===== src/hw/rtl/erac_pkg.sv =====
// ============================================================================
// erac_pkg
// Shared types, codes and constants for the edge recovery and attack
// controller: configuration and state records, sensor codes, speed values.
// ============================================================================
package erac_pkg;

    // Configuration register indexes.
    typedef enum logic [2:0] {
        CFG_BACKUP_LEN_SIDE = 3'd0,
        CFG_BACKUP_LEN_BOTH = 3'd1,
        CFG_ROTATE_LEN      = 3'd2,
        CFG_BOTH_WINDOW     = 3'd3,
        CFG_LATCH_LEN       = 3'd4,
        CFG_MIDDLE_CONFIRM  = 3'd5,
        CFG_ZIGZAG_LEN      = 3'd6,
        CFG_RECOVERY_SPEED  = 3'd7
    } t_cfg_idx;

    // Edge sensor classes.
    localparam logic [1:0] EDGE_CLEAR = 2'd0;
    localparam logic [1:0] EDGE_BOTH  = 2'd1;
    localparam logic [1:0] EDGE_LEFT  = 2'd2;
    localparam logic [1:0] EDGE_RIGHT = 2'd3;

    // Enemy sectors.
    localparam logic [3:0] SEC_NONE            = 4'd0;
    localparam logic [3:0] SEC_LEFT            = 4'd1;
    localparam logic [3:0] SEC_LEFT_MID        = 4'd2;
    localparam logic [3:0] SEC_LEFT_MID_CLOSE  = 4'd3;
    localparam logic [3:0] SEC_MID_FAR         = 4'd4;
    localparam logic [3:0] SEC_MID_CLOSE       = 4'd5;
    localparam logic [3:0] SEC_RIGHT_MID_CLOSE = 4'd6;
    localparam logic [3:0] SEC_RIGHT_MID       = 4'd7;
    localparam logic [3:0] SEC_RIGHT           = 4'd8;
    localparam logic [3:0] SEC_FLAG_LEFT       = 4'd9;
    localparam logic [3:0] SEC_FLAG_RIGHT      = 4'd10;

    // Minimum dwell times in ms.
    localparam logic [31:0] MIN_BACK_DWELL = 32'd60;
    localparam logic [31:0] MIN_TURN_DWELL = 32'd80;

    // Wheel speeds.
    localparam logic signed [8:0] SPD_FULL     = 9'sd255;
    localparam logic signed [8:0] SPD_CRUISE   = 9'sd150;
    localparam logic signed [8:0] SPD_MID      = 9'sd200;
    localparam logic signed [8:0] SPD_ZIG_FWD  = 9'sd200;
    localparam logic signed [8:0] SPD_ZIG_BACK = -9'sd100;
    localparam logic signed [8:0] SPD_STOP     = 9'sd0;

    // Register reset values.
    localparam logic [15:0] RST_BACKUP_LEN_SIDE = 16'd200;
    localparam logic [15:0] RST_BACKUP_LEN_BOTH = 16'd250;
    localparam logic [15:0] RST_ROTATE_LEN      = 16'd80;
    localparam logic [15:0] RST_BOTH_WINDOW     = 16'd20;
    localparam logic [15:0] RST_LATCH_LEN       = 16'd30;
    localparam logic [15:0] RST_MIDDLE_CONFIRM  = 16'd20;
    localparam logic [15:0] RST_ZIGZAG_LEN      = 16'd250;
    localparam logic [7:0]  RST_RECOVERY_SPEED  = 8'd200;

    typedef struct packed {
        logic [15:0] backup_len_side;
        logic [15:0] backup_len_both;
        logic [15:0] rotate_len;
        logic [15:0] both_window;
        logic [15:0] latch_len;
        logic [15:0] middle_confirm;
        logic [15:0] zigzag_len;
        logic [7:0]  recovery_speed;
    } t_cfg;

    typedef struct packed {
        logic        recovering;
        logic        rotating_phase;
        logic        turn_left;
        logic        hit_was_both;
        logic [31:0] phase_start;
        logic        hit_pending;
        logic        pending_left;
        logic [31:0] pending_start;
        logic        latched;
        logic        latch_left;
        logic [31:0] latch_start;
        logic        middle_seen;
        logic [31:0] middle_start;
        logic        zig_left;
        logic        zig_started;
        logic [31:0] zig_start;
    } t_state;

    // A dwell is met when (elapsed - dwell) modulo 2^32 has its top bit clear.
    function automatic logic dwell_met(input logic [31:0] elapsed,
                                       input logic [31:0] dwell);
        logic [31:0] diff;
        diff = elapsed - dwell;
        return ~diff[31];
    endfunction

endpackage


===== src/hw/rtl/erac_if.sv =====
// ============================================================================
// erac_if
// Valid/ready channels of the edge recovery and attack controller: the
// sensor tick channel and the wheel speed channel.
// ============================================================================

// Sensor tick channel.
interface erac_in_if;
    logic        valid;
    logic        ready;
    logic [31:0] now_ms;
    logic [1:0]  edge_class;
    logic [3:0]  enemy_sector;

    modport source (output valid, output now_ms, output edge_class,
                    output enemy_sector, input ready);
    modport sink   (input valid, input now_ms, input edge_class,
                    input enemy_sector, output ready);
endinterface

// Wheel speed channel.
interface erac_out_if;
    logic              valid;
    logic              ready;
    logic signed [8:0] left_speed;
    logic signed [8:0] right_speed;

    modport source (output valid, output left_speed, output right_speed,
                    input ready);
    modport sink   (input valid, input left_speed, input right_speed,
                    output ready);
endinterface


===== src/hw/rtl/erac_step.sv =====
// ============================================================================
// erac_step
// Decision logic for one tick: from the current state, the registers and
// the sensor fields it forms the next state and the two wheel speeds.
// ============================================================================
module erac_step
    import erac_pkg::*;
(
    input  t_cfg              i_cfg,
    input  t_state            i_state,
    input  logic [31:0]       i_now,
    input  logic [1:0]        i_edge,
    input  logic [3:0]        i_sector,
    output t_state            o_state,
    output logic signed [8:0] o_left,
    output logic signed [8:0] o_right
);

    t_state            st;
    logic              interrupt;
    logic              done;
    logic              start_rec;
    logic              rec_both;
    logic              rec_left;
    logic signed [8:0] spd;
    logic [31:0]       back_len;
    logic [31:0]       el_back;
    logic [31:0]       el_rot;
    logic [31:0]       el_pend;
    logic [31:0]       el_mid;
    logic [31:0]       el_latch;
    logic [31:0]       el_zig;
    logic signed [8:0] left;
    logic signed [8:0] right;

    always_comb begin
        st        = i_state;
        left      = SPD_STOP;
        right     = SPD_STOP;
        done      = 1'b0;
        start_rec = 1'b0;
        rec_both  = 1'b0;
        rec_left  = 1'b0;
        back_len  = '0;
        el_back   = '0;
        el_rot    = '0;
        el_pend   = '0;
        el_mid    = '0;
        el_latch  = '0;
        el_zig    = '0;
        spd       = {1'b0, i_cfg.recovery_speed};
        interrupt = (i_sector != SEC_NONE) && (i_edge == EDGE_CLEAR);

        // Edge recovery: back up, then rotate away, unless an enemy shows up.
        if (st.recovering && !interrupt) begin
            st.latched = 1'b0;
            if (!st.rotating_phase) begin
                el_back  = i_now - st.phase_start;
                back_len = {16'b0, st.hit_was_both ? i_cfg.backup_len_both
                                                   : i_cfg.backup_len_side};
                if (el_back < back_len || !dwell_met(el_back, MIN_BACK_DWELL)) begin
                    left  = -spd;
                    right = -spd;
                    done  = 1'b1;
                end else begin
                    st.rotating_phase = 1'b1;
                    st.phase_start    = i_now;
                end
            end
            if (!done) begin
                el_rot = i_now - st.phase_start;
                if (el_rot < {16'b0, i_cfg.rotate_len}
                        || !dwell_met(el_rot, MIN_TURN_DWELL)) begin
                    left  = st.turn_left ? -spd : spd;
                    right = st.turn_left ? spd : -spd;
                    done  = 1'b1;
                end
            end
        end
        if (st.recovering && !done) begin
            st.recovering     = 1'b0;
            st.rotating_phase = 1'b0;
            st.turn_left      = 1'b0;
        end

        // Pending one-side hit: wait for the second sensor or the window end.
        if (!done && st.hit_pending) begin
            if (!interrupt) begin
                if (i_edge == EDGE_BOTH) begin
                    start_rec = 1'b1;
                    rec_both  = 1'b1;
                    done      = 1'b1;
                end else begin
                    el_pend = i_now - st.pending_start;
                    if (el_pend >= {16'b0, i_cfg.both_window}) begin
                        start_rec = 1'b1;
                        rec_left  = st.pending_left;
                    end
                    done = 1'b1;
                end
            end else begin
                st.hit_pending = 1'b0;
            end
        end

        // New edge hit.
        if (!done) begin
            if (i_edge == EDGE_BOTH) begin
                start_rec = 1'b1;
                rec_both  = 1'b1;
                done      = 1'b1;
            end else if (i_edge == EDGE_LEFT || i_edge == EDGE_RIGHT) begin
                st.hit_pending   = 1'b1;
                st.pending_left  = (i_edge == EDGE_RIGHT);
                st.pending_start = i_now;
                done             = 1'b1;
            end
        end

        // Hard-turn latch toward a side enemy.
        if (!done) begin
            if (!st.latched && (i_sector == SEC_LEFT || i_sector == SEC_RIGHT)) begin
                st.latched     = 1'b1;
                st.latch_left  = (i_sector == SEC_LEFT);
                st.latch_start = i_now;
                st.middle_seen = 1'b0;
            end
            if (st.latched) begin
                if (i_sector >= SEC_LEFT_MID && i_sector <= SEC_RIGHT_MID) begin
                    if (!st.middle_seen) begin
                        st.middle_seen  = 1'b1;
                        st.middle_start = i_now;
                    end
                    el_mid = i_now - st.middle_start;
                    if (el_mid >= {16'b0, i_cfg.middle_confirm}) begin
                        st.latched = 1'b0;
                    end
                end else begin
                    st.middle_seen = 1'b0;
                end
                el_latch = i_now - st.latch_start;
                if (el_latch >= {16'b0, i_cfg.latch_len}) begin
                    st.latched = 1'b0;
                end
                if (st.latched) begin
                    left  = st.latch_left ? -SPD_FULL : SPD_FULL;
                    right = st.latch_left ? SPD_FULL : -SPD_FULL;
                    done  = 1'b1;
                end
            end
        end

        // Sector speed table and zigzag search.
        if (!done) begin
            case (i_sector) inside
                SEC_NONE: begin
                    if (!st.zig_started) begin
                        st.zig_started = 1'b1;
                        st.zig_start   = i_now;
                    end
                    el_zig = i_now - st.zig_start;
                    if (el_zig >= {16'b0, i_cfg.zigzag_len}) begin
                        st.zig_left  = ~st.zig_left;
                        st.zig_start = i_now;
                    end
                    left  = st.zig_left ? SPD_ZIG_BACK : SPD_ZIG_FWD;
                    right = st.zig_left ? SPD_ZIG_FWD : SPD_ZIG_BACK;
                end
                SEC_LEFT, SEC_FLAG_LEFT: begin
                    left  = -SPD_FULL;
                    right = SPD_FULL;
                end
                SEC_LEFT_MID: begin
                    left  = -SPD_CRUISE;
                    right = SPD_FULL;
                end
                SEC_LEFT_MID_CLOSE: begin
                    left  = SPD_MID;
                    right = SPD_FULL;
                end
                SEC_MID_FAR: begin
                    left  = SPD_CRUISE;
                    right = SPD_CRUISE;
                end
                SEC_MID_CLOSE: begin
                    left  = SPD_FULL;
                    right = SPD_FULL;
                end
                SEC_RIGHT_MID_CLOSE: begin
                    left  = SPD_FULL;
                    right = SPD_MID;
                end
                SEC_RIGHT_MID: begin
                    left  = SPD_FULL;
                    right = -SPD_CRUISE;
                end
                SEC_RIGHT, SEC_FLAG_RIGHT: begin
                    left  = SPD_FULL;
                    right = -SPD_FULL;
                end
                default: begin
                    left  = SPD_STOP;
                    right = SPD_STOP;
                end
            endcase
        end

        // Start of recovery: stop pending and latch, back up straight.
        if (start_rec) begin
            st.hit_was_both   = rec_both;
            st.turn_left      = rec_left;
            st.recovering     = 1'b1;
            st.rotating_phase = 1'b0;
            st.phase_start    = i_now;
            st.hit_pending    = 1'b0;
            st.latched        = 1'b0;
            left              = -spd;
            right             = -spd;
        end
    end

    assign o_state = st;
    assign o_left  = left;
    assign o_right = right;

endmodule


===== src/hw/rtl/edge_recovery_attack_controller.sv =====
// ============================================================================
// edge_recovery_attack_controller
// Edge recovery, hard-turn latch, sector steering and zigzag search for a
// two-wheeled robot: one pair of signed wheel speeds per sensor tick.
// ============================================================================
// Usage:
//   i_item carries one sensor tick (time in ms, edge class, enemy sector);
//   o_result carries one pair of signed 9-bit wheel speeds per tick.
//   A transfer happens on a rising edge with valid and ready both high.
//   The tick is captured in an input register; the decision logic then
//   writes the result register and the controller state from it. A new
//   tick can be taken every cycle while the receiver does not stall. The
//   state update is a single register step, so back-to-back ticks see
//   each other's effects in order.
//   When the receiver stalls, the result register holds and the input
//   register keeps one more tick; i_item.ready then drops until the
//   result is taken.
//   The registers are written through i_cfg_we/i_cfg_idx/i_cfg_data while
//   no tick is in flight. Synchronous reset (i_rst_n low) loads the default
//   register values, clears the controller state and empties both stages.
// ============================================================================
module edge_recovery_attack_controller
    import erac_pkg::*;
(
    input  logic        i_clk,
    input  logic        i_rst_n,
    erac_in_if.sink     i_item,
    erac_out_if.source  o_result,
    input  logic        i_cfg_we,
    input  logic [2:0]  i_cfg_idx,
    input  logic [15:0] i_cfg_data
);

    t_cfg              r_cfg;
    t_state            r_state;
    t_state            n_state;
    logic              r_in_valid;
    logic [31:0]       r_now;
    logic [1:0]        r_edge;
    logic [3:0]        r_sector;
    logic              r_out_valid;
    logic signed [8:0] r_left;
    logic signed [8:0] r_right;
    logic signed [8:0] n_left;
    logic signed [8:0] n_right;
    logic              adv;
    logic              fire;
    logic              in_xfer;

    // Handshake: the result register frees up when empty or being taken.
    assign adv     = !r_out_valid || o_result.ready;
    assign fire    = r_in_valid && adv;
    assign in_xfer = i_item.valid && i_item.ready;

    assign i_item.ready         = !r_in_valid || adv;
    assign o_result.valid       = r_out_valid;
    assign o_result.left_speed  = r_left;
    assign o_result.right_speed = r_right;

    // Configuration registers.
    always_ff @(posedge i_clk) begin
        if (!i_rst_n) begin
            r_cfg.backup_len_side <= RST_BACKUP_LEN_SIDE;
            r_cfg.backup_len_both <= RST_BACKUP_LEN_BOTH;
            r_cfg.rotate_len      <= RST_ROTATE_LEN;
            r_cfg.both_window     <= RST_BOTH_WINDOW;
            r_cfg.latch_len       <= RST_LATCH_LEN;
            r_cfg.middle_confirm  <= RST_MIDDLE_CONFIRM;
            r_cfg.zigzag_len      <= RST_ZIGZAG_LEN;
            r_cfg.recovery_speed  <= RST_RECOVERY_SPEED;
        end else if (i_cfg_we) begin
            unique case (t_cfg_idx'(i_cfg_idx))
                CFG_BACKUP_LEN_SIDE: r_cfg.backup_len_side <= i_cfg_data;
                CFG_BACKUP_LEN_BOTH: r_cfg.backup_len_both <= i_cfg_data;
                CFG_ROTATE_LEN:      r_cfg.rotate_len      <= i_cfg_data;
                CFG_BOTH_WINDOW:     r_cfg.both_window     <= i_cfg_data;
                CFG_LATCH_LEN:       r_cfg.latch_len       <= i_cfg_data;
                CFG_MIDDLE_CONFIRM:  r_cfg.middle_confirm  <= i_cfg_data;
                CFG_ZIGZAG_LEN:      r_cfg.zigzag_len      <= i_cfg_data;
                CFG_RECOVERY_SPEED:  r_cfg.recovery_speed  <= i_cfg_data[7:0];
                default:             r_cfg                 <= r_cfg;
            endcase
        end
    end

    // Input register stage.
    always_ff @(posedge i_clk) begin
        if (!i_rst_n) begin
            r_in_valid <= 1'b0;
        end else if (in_xfer) begin
            r_in_valid <= 1'b1;
        end else if (fire) begin
            r_in_valid <= 1'b0;
        end
    end

    always_ff @(posedge i_clk) begin
        if (in_xfer) begin
            r_now    <= i_item.now_ms;
            r_edge   <= i_item.edge_class;
            r_sector <= i_item.enemy_sector;
        end
    end

    // Decision logic for the registered tick.
    erac_step u_step (
        .i_cfg    (r_cfg),
        .i_state  (r_state),
        .i_now    (r_now),
        .i_edge   (r_edge),
        .i_sector (r_sector),
        .o_state  (n_state),
        .o_left   (n_left),
        .o_right  (n_right)
    );

    // Controller state and result register.
    always_ff @(posedge i_clk) begin
        if (!i_rst_n) begin
            r_state     <= '0;
            r_out_valid <= 1'b0;
        end else if (fire) begin
            r_state     <= n_state;
            r_out_valid <= 1'b1;
        end else if (o_result.ready) begin
            r_out_valid <= 1'b0;
        end
    end

    always_ff @(posedge i_clk) begin
        if (fire) begin
            r_left  <= n_left;
            r_right <= n_right;
        end
    end

endmodule

===== src/flat_wrapper.sv =====
// flat-port wrapper written by rule: the top's interface ports become plain ports
module edge_recovery_attack_controller_flat import erac_pkg::*;
  (i_clk, i_rst_n, i_cfg_we, i_cfg_idx, i_cfg_data, i_item_valid, i_item_now_ms, i_item_edge_class, i_item_enemy_sector, i_item_ready, o_result_valid, o_result_left_speed, o_result_right_speed, o_result_ready);
  erac_in_if i_item_i ();
  erac_out_if o_result_i ();
  input  logic i_clk;
  input  logic i_rst_n;
  input  logic i_cfg_we;
  input  logic [2:0] i_cfg_idx;
  input  logic [15:0] i_cfg_data;
  input wire logic [$bits(i_item_i.valid)-1:0] i_item_valid;
  input wire logic [$bits(i_item_i.now_ms)-1:0] i_item_now_ms;
  input wire logic [$bits(i_item_i.edge_class)-1:0] i_item_edge_class;
  input wire logic [$bits(i_item_i.enemy_sector)-1:0] i_item_enemy_sector;
  output wire logic [$bits(i_item_i.ready)-1:0] i_item_ready;
  output wire logic [$bits(o_result_i.valid)-1:0] o_result_valid;
  output wire logic [$bits(o_result_i.left_speed)-1:0] o_result_left_speed;
  output wire logic [$bits(o_result_i.right_speed)-1:0] o_result_right_speed;
  input wire logic [$bits(o_result_i.ready)-1:0] o_result_ready;
  assign i_item_i.valid = i_item_valid;
  assign i_item_i.now_ms = i_item_now_ms;
  assign i_item_i.edge_class = i_item_edge_class;
  assign i_item_i.enemy_sector = i_item_enemy_sector;
  assign i_item_ready = i_item_i.ready;
  assign o_result_valid = o_result_i.valid;
  assign o_result_left_speed = o_result_i.left_speed;
  assign o_result_right_speed = o_result_i.right_speed;
  assign o_result_i.ready = o_result_ready;
  edge_recovery_attack_controller u_core (.i_clk(i_clk), .i_rst_n(i_rst_n), .i_item(i_item_i), .o_result(o_result_i), .i_cfg_we(i_cfg_we), .i_cfg_idx(i_cfg_idx), .i_cfg_data(i_cfg_data));
endmodule

===== config.mk =====
export PLATFORM = sky130hd
export DESIGN_NAME = edge_recovery_attack_controller_flat
export DESIGN_NICKNAME = d
export VERILOG_FILES = /design/src/hw/rtl/erac_pkg.sv /design/src/hw/rtl/erac_if.sv /design/src/hw/rtl/erac_step.sv /design/src/hw/rtl/edge_recovery_attack_controller.sv /design/src/flat_wrapper.sv
export SDC_FILE = /design/constraint.sdc
export NUM_CORES = 1
export LEC_CHECK = 0
export BUFFER_PORTS_ARGS = -buffer_cell sky130_fd_sc_hd__buf_2
export CORE_MARGIN = 2
export CORE_UTILIZATION = 60
export DETAILED_ROUTE_END_ITERATION = 16
export PLACE_DENSITY = 0.75
export SYNTH_ARGS = -nofsm -noshare
export SYNTH_HDL_FRONTEND = slang
export SYNTH_SLANG_ARGS = --single-unit

===== constraint.sdc =====
create_clock -name i_clk -period 13 [get_ports i_clk]
set_clock_uncertainty 0.2 [all_clocks]
set_input_delay 1.3 -clock i_clk [delete_from_list [all_inputs] [get_ports i_clk]]
set_output_delay 1.3 -clock i_clk [all_outputs]
set_load 0.01 [all_outputs]

# ---- After elaboration in Yosys (flattened, before gate mapping)
# Index checks and enable logic that the tools add are counted.
dict set report totals {
  ff_bits 349
  inputBits 62
  word_cells 234
}
dict set report op_classes {
  n_addsub 9
  order_cmp 8
  eq_ne 20
  mux 115
  n_bitwise 5
  n_reduce_logical 46
}
# operator count
set ops {}
lappend ops {{9-bit two-way mux} 36}
lappend ops {{32-bit two-way mux} 8}
lappend ops {{33-bit two-way mux} 6}
lappend ops {{32-bit subtractor} 6}
lappend ops {{32-bit by 16-bit greater-or-equal comparator with 1-bit output} 4}
lappend ops {{34-bit two-way mux} 3}
lappend ops {{35-bit two-way mux} 2}
lappend ops {{67-bit two-way mux} 1}
lappend ops {{32-bit by 16-bit less-than comparator with 1-bit output} 2}
lappend ops {{1-bit two-way mux} 50}
lappend ops {{8-bit two-way mux} 6}
lappend ops {{37-bit two-way mux} 1}
lappend ops {{32-bit by 6-bit subtractor with 32-bit output (second input constant)} 1}
lappend ops {{32-bit by 7-bit subtractor with 32-bit output (second input constant)} 1}
lappend ops {{2-bit AND reduction} 13}
lappend ops {{4-bit by 3-bit == test with 1-bit output (second input constant)} 4}
lappend ops {{16-bit two-way mux} 1}
lappend ops {{3-bit == test (second input constant)} 4}
lappend ops {{4-bit == test (second input constant)} 3}
lappend ops {{8-bit negator with 9-bit output} 1}
lappend ops {{4-bit by 2-bit == test with 1-bit output (second input constant)} 2}
lappend ops {{1-bit logical AND} 8}
lappend ops {{4-bit AND reduction} 2}
lappend ops {{2-bit nonzero test} 4}
lappend ops {{18 further kinds} 34}

# ---- Logic depth before layout (Yosys ltp)
# Gate-level depths: netlist of the first run.
dict set report logic_depth {
  ltp_word 41
  ltp_mapped 50
  ltp_nobuf 46
}

# ---- Cells and area by module
# From an unflattened synthesis of the first run, not the netlist that was laid out.
dict set report unflattened {
  hier_cells 3853
  area_unflattened_um2 30584.3
}
# module n_inst cells_each area_per_inst_um2
set modules_own_cells {}
lappend modules_own_cells {erac_step 1 2626 18167.4}
lappend modules_own_cells {edge_recovery_attack_controller 1 1227 12416.9}

# ---- Worst setup path after synthesis of the first run
# OpenSTA, ideal clock, no wires.
dict set report synth_path {
  path_kind {flip-flop to flip-flop}
  startpoint {register u_core.r_now[0]}
  endpoint {register u_core.r_right[4] (netlist: u_core.o_result.right_speed[4]), data pin}
  t_arrival_ps 8813
  required_ps 12546
  path_slack_ps 3732
  path_stages_with_launch 47
  n_path_buf 2
  period_less_slack_ps 9268
  path_cell_list {edfxtp_1 -> inv_1 -> ha_1 -> inv_1 -> fa_1 -> a211oi_2 -> o21bai_1 -> a2111oi_0 -> nor3_1 -> xor2_1 -> ha_1 -> a21o_1 -> a21o_1 -> a21oi_1 -> o221ai_1 -> a2111oi_4 -> nor2_2 -> nand2_1 -> [... 11 more ...] -> ha_1 -> o21a_1 -> o21a_1 -> o21a_1 -> o21a_1 -> o21a_1 -> o21a_1 -> o21ai_0 -> nand2b_1 -> a21oi_1 -> o21ai_0 -> a31o_2 -> o21a_1 -> nor4_1 -> o211ai_2 -> nor2_1 -> mux2_2 -> a21bo_1}
}
dict set report synth_between {
  elab_chain_len 19
  elab_cells_between_ends 68
  classes_between {8 x add/sub; 6 x order compare; 50 x mux; 4 x reduce/logical}
}
# element line_no
set synth_lines {}
lappend synth_lines {{from (decl)} edge_recovery_attack_controller.sv:38} ;# logic [31:0] r_now;
lappend synth_lines {{from (signal assigned)} edge_recovery_attack_controller.sv:99} ;# r_now <= i_item.now_ms;
lappend synth_lines {{32-bit subtractor} erac_step.sv:58} ;# el_back = i_now - st.phase_start;
lappend synth_lines {{32-bit by 6-bit subtractor with 32-bit output / 32-bit by 16-bit less-than comparator with 1-bit output (equally long branches)} {erac_pkg.sv:95, erac_step.sv:61}}
lappend synth_lines {{1-bit logical OR} erac_step.sv:61} ;# if (el_back < back_len || !dwell_met(el_back, MIN_BACK_DWELL)) begin
lappend synth_lines {{32-bit two-way mux} erac_step.sv:61}
lappend synth_lines {{32-bit two-way mux} erac_step.sv:57} ;# if (!st.rotating_phase) begin
lappend synth_lines {{32-bit two-way mux} erac_step.sv:55} ;# if (st.recovering && !interrupt) begin
lappend synth_lines {{32-bit subtractor} erac_step.sv:71} ;# el_rot = i_now - st.phase_start;
lappend synth_lines {{32-bit by 7-bit subtractor with 32-bit output / 32-bit by 16-bit less-than comparator with 1-bit output (equally long branches)} {erac_pkg.sv:95, erac_step.sv:72}}
lappend synth_lines {{[... 4 more ...]} n/a}
lappend synth_lines {{1-bit zero test} erac_step.sv:87} ;# if (!done && st.hit_pending) begin
lappend synth_lines {{1-bit logical AND} erac_step.sv:87}
lappend synth_lines {{1-bit two-way mux} erac_step.sv:87}
lappend synth_lines {{1-bit two-way mux} erac_step.sv:107} ;# if (!done) begin
lappend synth_lines {{9-bit two-way mux / 1-bit two-way mux (equally long branches)} erac_step.sv:121} ;# if (!done) begin
lappend synth_lines {{9-bit two-way mux} erac_step.sv:154} ;# if (!done) begin
lappend synth_lines {{9-bit two-way mux (*)} erac_step.sv:209} ;# if (start_rec) begin
lappend synth_lines {{net u_core.n_right[4]} edge_recovery_attack_controller.sv:45} ;# logic signed [8:0] n_right;
lappend synth_lines {{to (signal assigned)} edge_recovery_attack_controller.sv:133} ;# r_right <= n_right;
lappend synth_lines {{to (decl)} edge_recovery_attack_controller.sv:43} ;# logic signed [8:0] r_right;
# Mark *: on every way through the listed nets, which the timed path passes. The rest lies on a longest branch. The select of a mux whose other input is x is not followed.
# A chain may end at the register's enable or synchronous reset.

# ---- Worst setup path after layout of the first run
dict set report layout_path {
  startpoint {register u_core.r_now[4]}
  endpoint {register u_core.r_state[12] (netlist name)}
}
dict set report layout_between {
  elab_chain_len 19
  elab_cells_between_ends 48
  classes_between {7 x add/sub; 5 x order compare; 30 x mux; 1 x bitwise; 5 x reduce/logical}
}
# element line_no
set layout_lines {}
lappend layout_lines {{32-bit subtractor} erac_step.sv:58}
lappend layout_lines {{32-bit by 6-bit subtractor with 32-bit output / 32-bit by 16-bit less-than comparator with 1-bit output (equally long branches)} {erac_pkg.sv:95, erac_step.sv:61}}
lappend layout_lines {{1-bit logical OR} erac_step.sv:61}
lappend layout_lines {{32-bit two-way mux} erac_step.sv:61}
lappend layout_lines {{32-bit two-way mux} erac_step.sv:57}
lappend layout_lines {{32-bit two-way mux} erac_step.sv:55}
lappend layout_lines {{32-bit subtractor} erac_step.sv:71}
lappend layout_lines {{32-bit by 7-bit subtractor with 32-bit output / 32-bit by 16-bit less-than comparator with 1-bit output (equally long branches)} {erac_pkg.sv:95, erac_step.sv:72}}
lappend layout_lines {{[... 3 more ...]} n/a}
lappend layout_lines {{1-bit two-way mux} erac_step.sv:55}
lappend layout_lines {{1-bit zero test} erac_step.sv:87}
lappend layout_lines {{1-bit logical AND} erac_step.sv:87}
lappend layout_lines {{1-bit two-way mux} erac_step.sv:87}
lappend layout_lines {{1-bit two-way mux} erac_step.sv:107}
lappend layout_lines {{1-bit two-way mux} erac_step.sv:121}
lappend layout_lines {{1-bit NOT (no line)} n/a}
lappend layout_lines {{3-bit AND reduction (no line)} n/a}
lappend layout_lines {{to (signal assigned)} edge_recovery_attack_controller.sv:123} ;# r_state <= n_state;
lappend layout_lines {{to (decl)} edge_recovery_attack_controller.sv:35} ;# t_state r_state;
# Several ways; a longest one is shown, not always the timed one. The select of a mux whose other input is x is not followed.

==> metrics.json, run 1 <==
{
  "part_of_the_yosys_area_used_for_sequential_elements": {"value": 27.4, "unit": "%"},
  "drt_first_pass_iters": {"value": 8},
  "drive_above_1_share": {"value": 7.17, "unit": "%"},
  "preCtsSetupSlack": {"value": 1.85, "unit": "ns"},
  "dieHeight": {"value": 218, "unit": "um"},
  "drv_cap": {"value": 0},
  "run_status": {"value": "complete, no violations"},
  "post_synth_main_area_contributors": {"value": "sky130_fd_sc_hd__dfxtp_1 (21%), sky130_fd_sc_hd__ha_1 (12%), sky130_fd_sc_hd__a21oi_1 (6.7%), sky130_fd_sc_hd__edfxtp_1 (6.1%), sky130_fd_sc_hd__nand2_1 (6.0%)"},
  "clk_latency": {"value": 0.61, "unit": "ns"},
  "timing.critical_path.slowest_stage_cell": {"value": "sky130_fd_sc_hd__nand2_1"},
  "synth_instances": {"value": 3561},
  "reg2reg_setup_slack": {"value": 1.47, "unit": "ns"},
  "worstPathRequired": {"value": 13.32, "unit": "ns"},
  "site_row_count": {"value": 78},
  "globalRouteOverflowTotal": {"value": 0},
  "floorplan.core_area": {"value": 45400, "unit": "um^2"},
  "htree_num_levels": {"value": 2},
  "routed_wire_per_std_cell": {"value": 21.6, "unit": "um"},
  "worst_r2r_path_depth": {"value": 43},
  "finalCritPeriodShare": {"value": 88.7, "unit": "%"},
  "number_of_nets_in_the_layout": {"value": 3893},
  "io_buffer_count": {"value": 81},
  "antenna_found_initial": {"value": 0},
  "ys.warnings.count": {"value": 0},
  "post_cts_hold_buffer_count": {"value": 0},
  "starting_utilization_of_the_core_area": {"value": 60.8, "unit": "%"},
  "dp_hpwl": {"value": 67000, "unit": "um"},
  "synth_seq_cells": {"value": 349},
  "setup-violations-final": {"value": 0},
  "number_of_instances_resized_during_post_cts_repair": {"value": 0},
  "drt-initial-drc-count": {"value": 2608},
  "antenna_cells_inserted": {"value": 0},
  "critPathCaptureType": {"value": "flop"},
  "clk_transition_reported_paths": {"value": 0.07, "unit": "ns"},
  "r2r-start": {"value": "u_core.r_now[4]"},
  "layout.filler_cells": {"value": 3892},
  "sequential_cell_area": {"value": 7550, "unit": "um^2"},
  "setup.worst_path.end": {"value": "u_core.r_state[12]"},
  "cts_setup_buffers": {"value": 0},
  "crit_path_max_fanout": {"value": 43},
  "cell_depth_of_the_worst_min_delay_path": {"value": 2},
  "netlist-cell-type-count": {"value": 102},
  "min-delay-path-class": {"value": "flop to flop"},
  "grt_util_all_layers": {"value": 37.4, "unit": "%"},
  "max-clock-path-buffers": {"value": 3},
  "cts.sinks": {"value": 349},
  "worstMarginPinSlew": {"value": 1.28, "unit": "ns"},
  "grt_start_max_net_pins": {"value": 99},
  "syn2layout_area_growth": {"value": 7.88, "unit": "%"},
  "synth.cell_area": {"value": 27600, "unit": "um^2"},
  "final_period_minus_worst_setup_slack": {"value": 11.53, "unit": "ns"},
  "syn_avg_cell_area": {"value": 7.75, "unit": "um^2"},
  "hold-worst-slack": {"value": 0.255, "unit": "ns"},
  "drc_violation_count_after_routing": {"value": 0},
  "routed_wirelength": {"value": 90500, "unit": "um"},
  "critical_path_start_end_classification": {"value": "flop to flop"},
  "critPathLaunchType": {"value": "flop"},
  "fmax": {"value": 0.0867, "unit": "GHz"},
  "multi_input_area": {"value": 18400, "unit": "um^2"},
  "worstPathArrival": {"value": 11.85, "unit": "ns"},
  "synth_async_sr_flop_share": {"value": 0, "unit": "%"},
  "synth-main-ff-cell": {"value": "sky130_fd_sc_hd__dfxtp_1"},
  "timing.max_slew.rel_slack": {"value": 13.6, "unit": "%"},
  "detail_route.vias_per_cell": {"value": 6.51},
  "hold_viol_final": {"value": 0},
  "drv_slew": {"value": 0},
  "power_per_cell_area": {"value": 114, "unit": "nW/um^2"},
  "clock_root_buffer": {"value": "sky130_fd_sc_hd__clkbuf_16"},
  "dpl_cell_area": {"value": 28400, "unit": "um^2"},
  "worst_path_largest_cell_delay": {"value": 0.85, "unit": "ns"},
  "synthDominantCellAreaShare": {"value": 21.3, "unit": "%"},
  "dieWidth": {"value": 218, "unit": "um"},
  "irDropWorstVdd": {"value": 0.143, "unit": "mV"},
  "cp_common_cell": {"value": "sky130_fd_sc_hd__o21a_1"},
  "gp_routability_congestion": {"value": 0.997},
  "static-leakage-power": {"value": 0.0117, "unit": "uW"},
  "route.vias.total": {"value": 27200},
  "final.setup.worst_slack": {"value": 1.47, "unit": "ns"},
  "synth_largest_area_cell": {"value": "sky130_fd_sc_hd__dfxtp_1"},
  "yosys-top-cells-count": {"value": "sky130_fd_sc_hd__nand2_1 (441), sky130_fd_sc_hd__a21oi_1 (367), sky130_fd_sc_hd__nor2_1 (314)"},
  "design.die.area": {"value": 47700, "unit": "um^2"},
  "crit-reg2reg-capture": {"value": "u_core.r_state[12]"},
  "grt_setup_unrepaired": {"value": "false"},
  "syn_nets": {"value": 3903},
  "worstSetupStartpoint": {"value": "u_core.r_now[4]"},
  "grt_pass1_vias": {"value": 25600},
  "grt_first_pass_wirelength": {"value": 140000, "unit": "um"},
  "total_clock_buffers_created_by_cts": {"value": 41},
  "fin_tns_setup": {"value": 0, "unit": "ns"},
  "cts_tree": {"value": "yes"},
  "synth_most_common_cell": {"value": "sky130_fd_sc_hd__nand2_1"},
  "synth_edf_count": {"value": 56},
  "finish.instance_area": {"value": 29800, "unit": "um^2"},
  "top_level_ports": {"value": 82},
  "antenna_violating_nets_post_route": {"value": 0}
}
[placed cells by master, fill, tap and decap left out, types with 81 or more instances in the layout]
master                    count
sky130_fd_sc_hd__a21o_1      81
sky130_fd_sc_hd__o21ai_0    162
sky130_fd_sc_hd__a21oi_1    367
sky130_fd_sc_hd__nor2_1     312
sky130_fd_sc_hd__mux2i_1    161
sky130_fd_sc_hd__nand3_1    130
sky130_fd_sc_hd__inv_1      247
sky130_fd_sc_hd__nand2_1    441
sky130_fd_sc_hd__dfxtp_1    292
sky130_fd_sc_hd__ha_1       275
[cell families after synthesis]
| logic type | Yosys count | synth area share (%) |
|---|---|---|
| simple gates | 1186 | 19.8 |
| compound gates | 1036 | 24.1 |
| buf+inv | 431 | 6.30 |
| flops | 349 | 27.4 |
| fa+ha+maj | 282 | 12.9 |
| mux | 169 | 6.17 |
| xor+xnor | 108 | 3.43 |
[through the flow]
step / total power (uW) / instances / utilization, %
floorplan: 1920 / 3561 / -
detailed placement: 2200 / 4108 / 62.6
finish: 3400 / 4183 / 65.6
global placement: 2180 / 4108 / 62.6
CTS: 3380 / 4183 / 65.6
global route: 3550 / 4183 / 65.6
[power breakdown]
group	switching [uW]	total (uW)	internal, uW
registers	27.5	1160	1130
logic	658	1060	397
clock network	506	1190	679
[worst min-delay path by stage]
stage / start / end / slack (ns)
CTS: u_core.r_cfg[108] / u_core.r_cfg[108] / 0.25
finish: u_core.r_cfg[59] / u_core.r_cfg[59] / 0.25
global placement: u_core.r_state[13] / u_core.r_state[13] / 0.24
detailed placement: u_core.r_cfg[108] / u_core.r_cfg[108] / 0.25
floorplan: u_core.r_state[67] / u_core.r_state[67] / 0.23
global route: u_core.r_cfg[109] / u_core.r_cfg[109] / 0.27
[cell type report]
cell class,count,share of cell area (%)
Multi-Input combinational cell,2781,61.7
Sequential cell,349,25.4
Clock buffer,54,3.78
Inverter,248,3.14
Timing Repair Buffer,130,2.65
Tap cell,600,2.52
Clock inverter,21,0.828
[registers in the layout, indices dropped and copies added (netlist names)]
register and count:
u_core.o_result.left_speed 9, u_core.o_result.right_speed 9, u_core.o_result.valid 1, u_core.r_cfg 120
u_core.r_edge 2, u_core.r_in_valid 1, u_core.r_now 32, u_core.r_sector 4
u_core.r_state 171
[per-layer routing]
metal  up-vias  track usage (%)  wire, um
li1      12800                -         -
met1     13000             49.2     38100
met2      1253             60.8     41100
met3       240             5.62      7640
met4         0             15.9      3640
met5         -                0         0
[critical path: cells and delay by family (launching register included)]
| family | cells | cell delay, ns |
|---|---|---|
| xor+xnor | 1 | 0.24 |
| compound gates | 25 | 4.86 |
| mux | 1 | 0.12 |
| flops | 1 | 0.66 |
| fa+ha+maj | 6 | 1.87 |
| simple gates | 8 | 2.98 |
| buf+inv | 2 | 0.45 |
No activity file was read; power rests on OpenSTA's default activity.
==> run 2: changes to the inputs <==
--- a/config.mk
+++ b/config.mk
@@ -8,6 +8,6 @@
 export BUFFER_PORTS_ARGS = -buffer_cell sky130_fd_sc_hd__buf_2
-export CORE_MARGIN = 2
+export CORE_MARGIN = 1.5
 export CORE_UTILIZATION = 60
 export DETAILED_ROUTE_END_ITERATION = 16
-export PLACE_DENSITY = 0.75
+export PLACE_DENSITY = 0.82
 export SYNTH_ARGS = -nofsm -noshare
==> constraint.sdc (replaced) <==
create_clock -name i_clk -period 13 [get_ports i_clk]
set_clock_uncertainty 0.2 [all_clocks]
set_input_delay 0 -clock i_clk [delete_from_list [all_inputs] [get_ports i_clk]]
set_output_delay 0 -clock i_clk [all_outputs]
set_load 0.01 [all_outputs]
==> run 2 against run 1 <==
  * Worst hold slack worse by 0.17 ns
  * Routed wire length down 5.9%
  * Non-clock buffer count up 115
  * Global-route usage down 2.2 points
  * Flip-flop and latch count unchanged
  * Setup slack better by 0.20 ns
  * Register-to-register slack better by 0.20 ns
  * Clock power about the same
  * Sequential share of layout area down 0.92 points
  * Combinational power about the same
  * Total power up 0.39%
  * Clock-buffer cell count up 2
  * Critical path type unchanged
  * Critical endpoint is now u_core.r_state[0]
  * Largest cell class unchanged
==> metrics.json, run 2 (synthesis gave the netlist of run 1 again) <==
{
  "detail_route.vias_per_cell": {"value": 6.30, "change": "-3.2%"},
  "grt_setup_unrepaired": {"value": "false"},
  "routed_wire_per_std_cell": {"value": 19.8, "unit": "um", "change": "-8.4%"},
  "drive_above_1_share": {"value": 7.01, "unit": "%", "change": "-0.17 points"},
  "routed_wirelength": {"value": 85200, "unit": "um", "change": "-5.9%"},
  "max_reg_flops": {"value": 171, "change": "unchanged"},
  "hold-worst-slack": {"value": 0.0890, "unit": "ns", "change": "-0.166 ns"},
  "hold_viol_final": {"value": 0, "change": "unchanged"},
  "leading_cell_type_in_the_layout_fill_and_taps_excluded": {"value": "sky130_fd_sc_hd__nand2_1"},
  "critPathCaptureType": {"value": "flop"},
  "htree_num_levels": {"value": 2, "change": "unchanged"},
  "layout_common_cells": {"value": "sky130_fd_sc_hd__nand2_1 (441), sky130_fd_sc_hd__a21oi_1 (367), sky130_fd_sc_hd__nor2_1 (312)"},
  "r2r-start": {"value": "u_core.r_now[0]"},
  "clk_transition_reported_paths": {"value": 0.07, "unit": "ns", "change": "about the same"},
  "drc_violation_count_after_routing": {"value": 0, "change": "unchanged"},
  "fin_tns_setup": {"value": 0, "unit": "ns", "change": "unchanged"},
  "top_level_ports": {"value": 82, "change": "unchanged"},
  "static-leakage-power": {"value": 0.0122, "unit": "uW", "change": "+4.1%"},
  "gp_routability_congestion": {"value": 1.02, "change": "+2.1%"},
  "power.sequential.fraction": {"value": 33.9, "unit": "%", "change": "-0.2 points"},
  "drv_slew": {"value": 0, "change": "unchanged"},
  "dieWidth": {"value": 217, "unit": "um", "change": "-0.46%"},
  "grt_pass1_vias": {"value": 25100, "change": "-2.0%"},
  "total_clock_buffers_created_by_cts": {"value": 40, "change": "-2.4%"},
  "grt_util_all_layers": {"value": 35.1, "unit": "%", "change": "-2.2 points"},
  "worstPathArrival": {"value": 11.63, "unit": "ns", "change": "-0.22 ns"},
  "post_cts_hold_buffer_count": {"value": 109, "change": "+109"},
  "floorplan.core_area": {"value": 45400, "unit": "um^2", "change": "unchanged"},
  "drv_cap": {"value": 0, "change": "unchanged"},
  "layout_top_registers": {"value": "u_core.r_state x171, u_core.r_cfg x120, u_core.r_now x32"},
  "critPathLaunchType": {"value": "flop"},
  "power_switching": {"value": 1160, "unit": "uW", "change": "-3.0%"},
  "antenna_violating_nets_post_route": {"value": 0, "change": "unchanged"},
  "clock_power_share": {"value": 35.2, "unit": "%", "change": "+0.3 points"},
  "number_of_nets_in_the_layout": {"value": 4007, "change": "+2.9%"},
  "max-clock-path-buffers": {"value": 3, "change": "unchanged"},
  "multi_input_area": {"value": 18400, "unit": "um^2", "change": "about the same"},
  "io_buffer_count": {"value": 81, "change": "unchanged"},
  "cp_common_cell": {"value": "sky130_fd_sc_hd__o21a_1"},
  "power.switching_fraction": {"value": 33.9, "unit": "%", "change": "-1.2 points"},
  "final_period_minus_worst_setup_slack": {"value": 11.33, "unit": "ns", "change": "-0.203 ns"},
  "design.die.area": {"value": 47300, "unit": "um^2", "change": "-0.91%"},
  "sequential_cell_area": {"value": 7550, "unit": "um^2", "change": "unchanged"},
  "cts_tree": {"value": "yes"},
  "antenna_found_initial": {"value": 0, "change": "unchanged"},
  "grt_start_max_net_pins": {"value": 96, "change": "-3.0%"},
  "dieHeight": {"value": 217, "unit": "um", "change": "-0.46%"},
  "site_row_count": {"value": 78, "change": "unchanged"},
  "setup-violations-final": {"value": 0, "change": "unchanged"},
  "cts.sinks": {"value": 349, "change": "unchanged"},
  "worstMarginPinSlew": {"value": 1.17, "unit": "ns", "change": "-0.113 ns"},
  "run_status": {"value": "complete, no violations"},
  "timing.critical_path.slowest_stage_cell": {"value": "sky130_fd_sc_hd__nand2_1"},
  "cell_depth_of_the_worst_min_delay_path": {"value": 5, "change": "+3"},
  "met1_routing_resource_usage_after_global_routing": {"value": 46.0, "unit": "%", "change": "-3.2 points"},
  "reg2reg_setup_slack": {"value": 1.67, "unit": "ns", "change": "+0.20 ns"},
  "grt_use_met3": {"value": 5.26, "unit": "%", "change": "-0.36 points"},
  "intPower": {"value": 2260, "unit": "uW", "change": "+2.3%"},
  "critical_path_start_end_classification": {"value": "flop to flop"},
  "power_per_cell_area": {"value": 110, "unit": "nW/um^2", "change": "-3.3%"},
  "worst_path_largest_cell_delay": {"value": 0.87, "unit": "ns", "change": "+0.02 ns"},
  "irDropWorstVdd": {"value": 0.120, "unit": "mV", "change": "-16%"},
  "crit-reg2reg-capture": {"value": "u_core.r_state[0]"},
  "route.vias.total": {"value": 27100, "change": "-0.55%"},
  "layout.filler_cells": {"value": 3698, "change": "-5.0%"},
  "syn2layout_area_growth": {"value": 11.9, "unit": "%"},
  "grt_first_pass_wirelength": {"value": 133000, "unit": "um", "change": "-5.0%"},
  "max_flop_register": {"value": "u_core.r_state"},
  "finish.instance_area": {"value": 30900, "unit": "um^2", "change": "+3.8%"},
  "worst_r2r_path_depth": {"value": 45, "change": "+4.7%"},
  "min-delay-path-class": {"value": "input port to flop"},
  "cts_setup_buffers": {"value": 0, "change": "unchanged"},
  "globalRouteOverflowTotal": {"value": 0, "change": "unchanged"},
  "worstPathRequired": {"value": 13.30, "unit": "ns", "change": "-0.02 ns"},
  "holdCritStartpoint": {"value": "o_result_ready"},
  "comb_power_share": {"value": 30.9, "unit": "%", "change": "-0.2 points"},
  "timing.max_slew.rel_slack": {"value": 22.2, "unit": "%", "change": "+8.6 points"},
  "dp_hpwl": {"value": 59700, "unit": "um", "change": "-11%"},
  "clock_root_buffer": {"value": "sky130_fd_sc_hd__clkbuf_16"},
  "drt-initial-drc-count": {"value": 2479, "change": "-4.9%"},
  "fmax": {"value": 0.0883, "unit": "GHz", "change": "+1.8%"},
  "grtUsageMet2": {"value": 57.8, "unit": "%", "change": "-3.0 points"},
  "finalCritPeriodShare": {"value": 87.1, "unit": "%", "change": "-1.6 points"},
  "number_of_instances_resized_during_post_cts_repair": {"value": 0, "change": "unchanged"},
  "clk_latency": {"value": 0.57, "unit": "ns", "change": "-0.04 ns"},
  "hold_end": {"value": "u_core.o_result.valid"},
  "dpl_cell_area": {"value": 28400, "unit": "um^2", "change": "about the same"},
  "drt_first_pass_iters": {"value": 8, "change": "unchanged"},
  "starting_utilization_of_the_core_area": {"value": 60.8, "unit": "%", "change": "unchanged"},
  "globalRoute.busiestLayer": {"value": "met2"},
  "crit_path_max_fanout": {"value": 43, "change": "unchanged"}
}
-- run 2: layer usage --
metal	vias to the layer above	wire [um]
li1	13000	-
met1	12700	36200
met2	1108	39200
met3	221	6430
met4	0	3350
met5	-	0
-- run 2: per-stage QoR --
stage          setup slack, ns  total power [uW]  util (%)  cells
2_1_floorplan             3.73              1920         -   3561
3_3_place_gp              2.25              2160      62.6   4114
3_5_place_dp              1.99              2170      62.6   4114
4_1_cts                   1.93              3390      68.0   4296
5_1_grt                   1.01              3560      68.0   4296
6_report                  1.67              3410      68.1   4298
-- run 2: worst max-delay path by stage --
stage | startpoint | endpoint | slack [ns] | depth (start not counted)
2_1_floorplan | u_core.r_now[0] | u_core.o_result.right_speed[4] | 3.73 | 46
6_report | u_core.r_now[0] | u_core.r_state[0] | 1.67 | 45
4_1_cts | u_core.r_now[0] | u_core.r_state[8] | 1.93 | 45
3_5_place_dp | u_core.r_now[0] | u_core.r_state[29] | 1.99 | 45
3_3_place_gp | u_core.r_now[0] | u_core.r_state[24] | 2.25 | 45
5_1_grt | u_core.r_now[0] | u_core.r_state[29] | 1.01 | 45
-- run 2: layout make-up --
cell class	count	share of cell area, %
clock buffer	56	3.77
sequential	349	24.4
timing repair buffer	245	6.19
multi-input combinational	2781	59.5
antenna	2	0.0162
inverter	248	3.03
tap	600	2.43
clock inverter	17	0.664
-- run 2: critical path: cells and delay by family (launching register included) --
kind,cells,cell delay (ns)
DFF,1,0.45
AOI/OAI and AO/OA,24,4.67
and+or+nand+nor,7,2.58
muxes,1,0.13
xor gates and xnor gates,2,0.41
adders and majority gates,7,1.98
buffers and inverters,4,0.81
-- run 2: power groups by stage --
stage | registers [uW] | clock network [uW] | logic, uW
5_1_grt | 1160 | 1250 | 1160
3_5_place_dp | 1180 | 0 | 995
6_report | 1160 | 1200 | 1050
4_1_cts | 1150 | 1210 | 1030
3_3_place_gp | 1180 | 0 | 982
2_1_floorplan | 1180 | 0 | 744
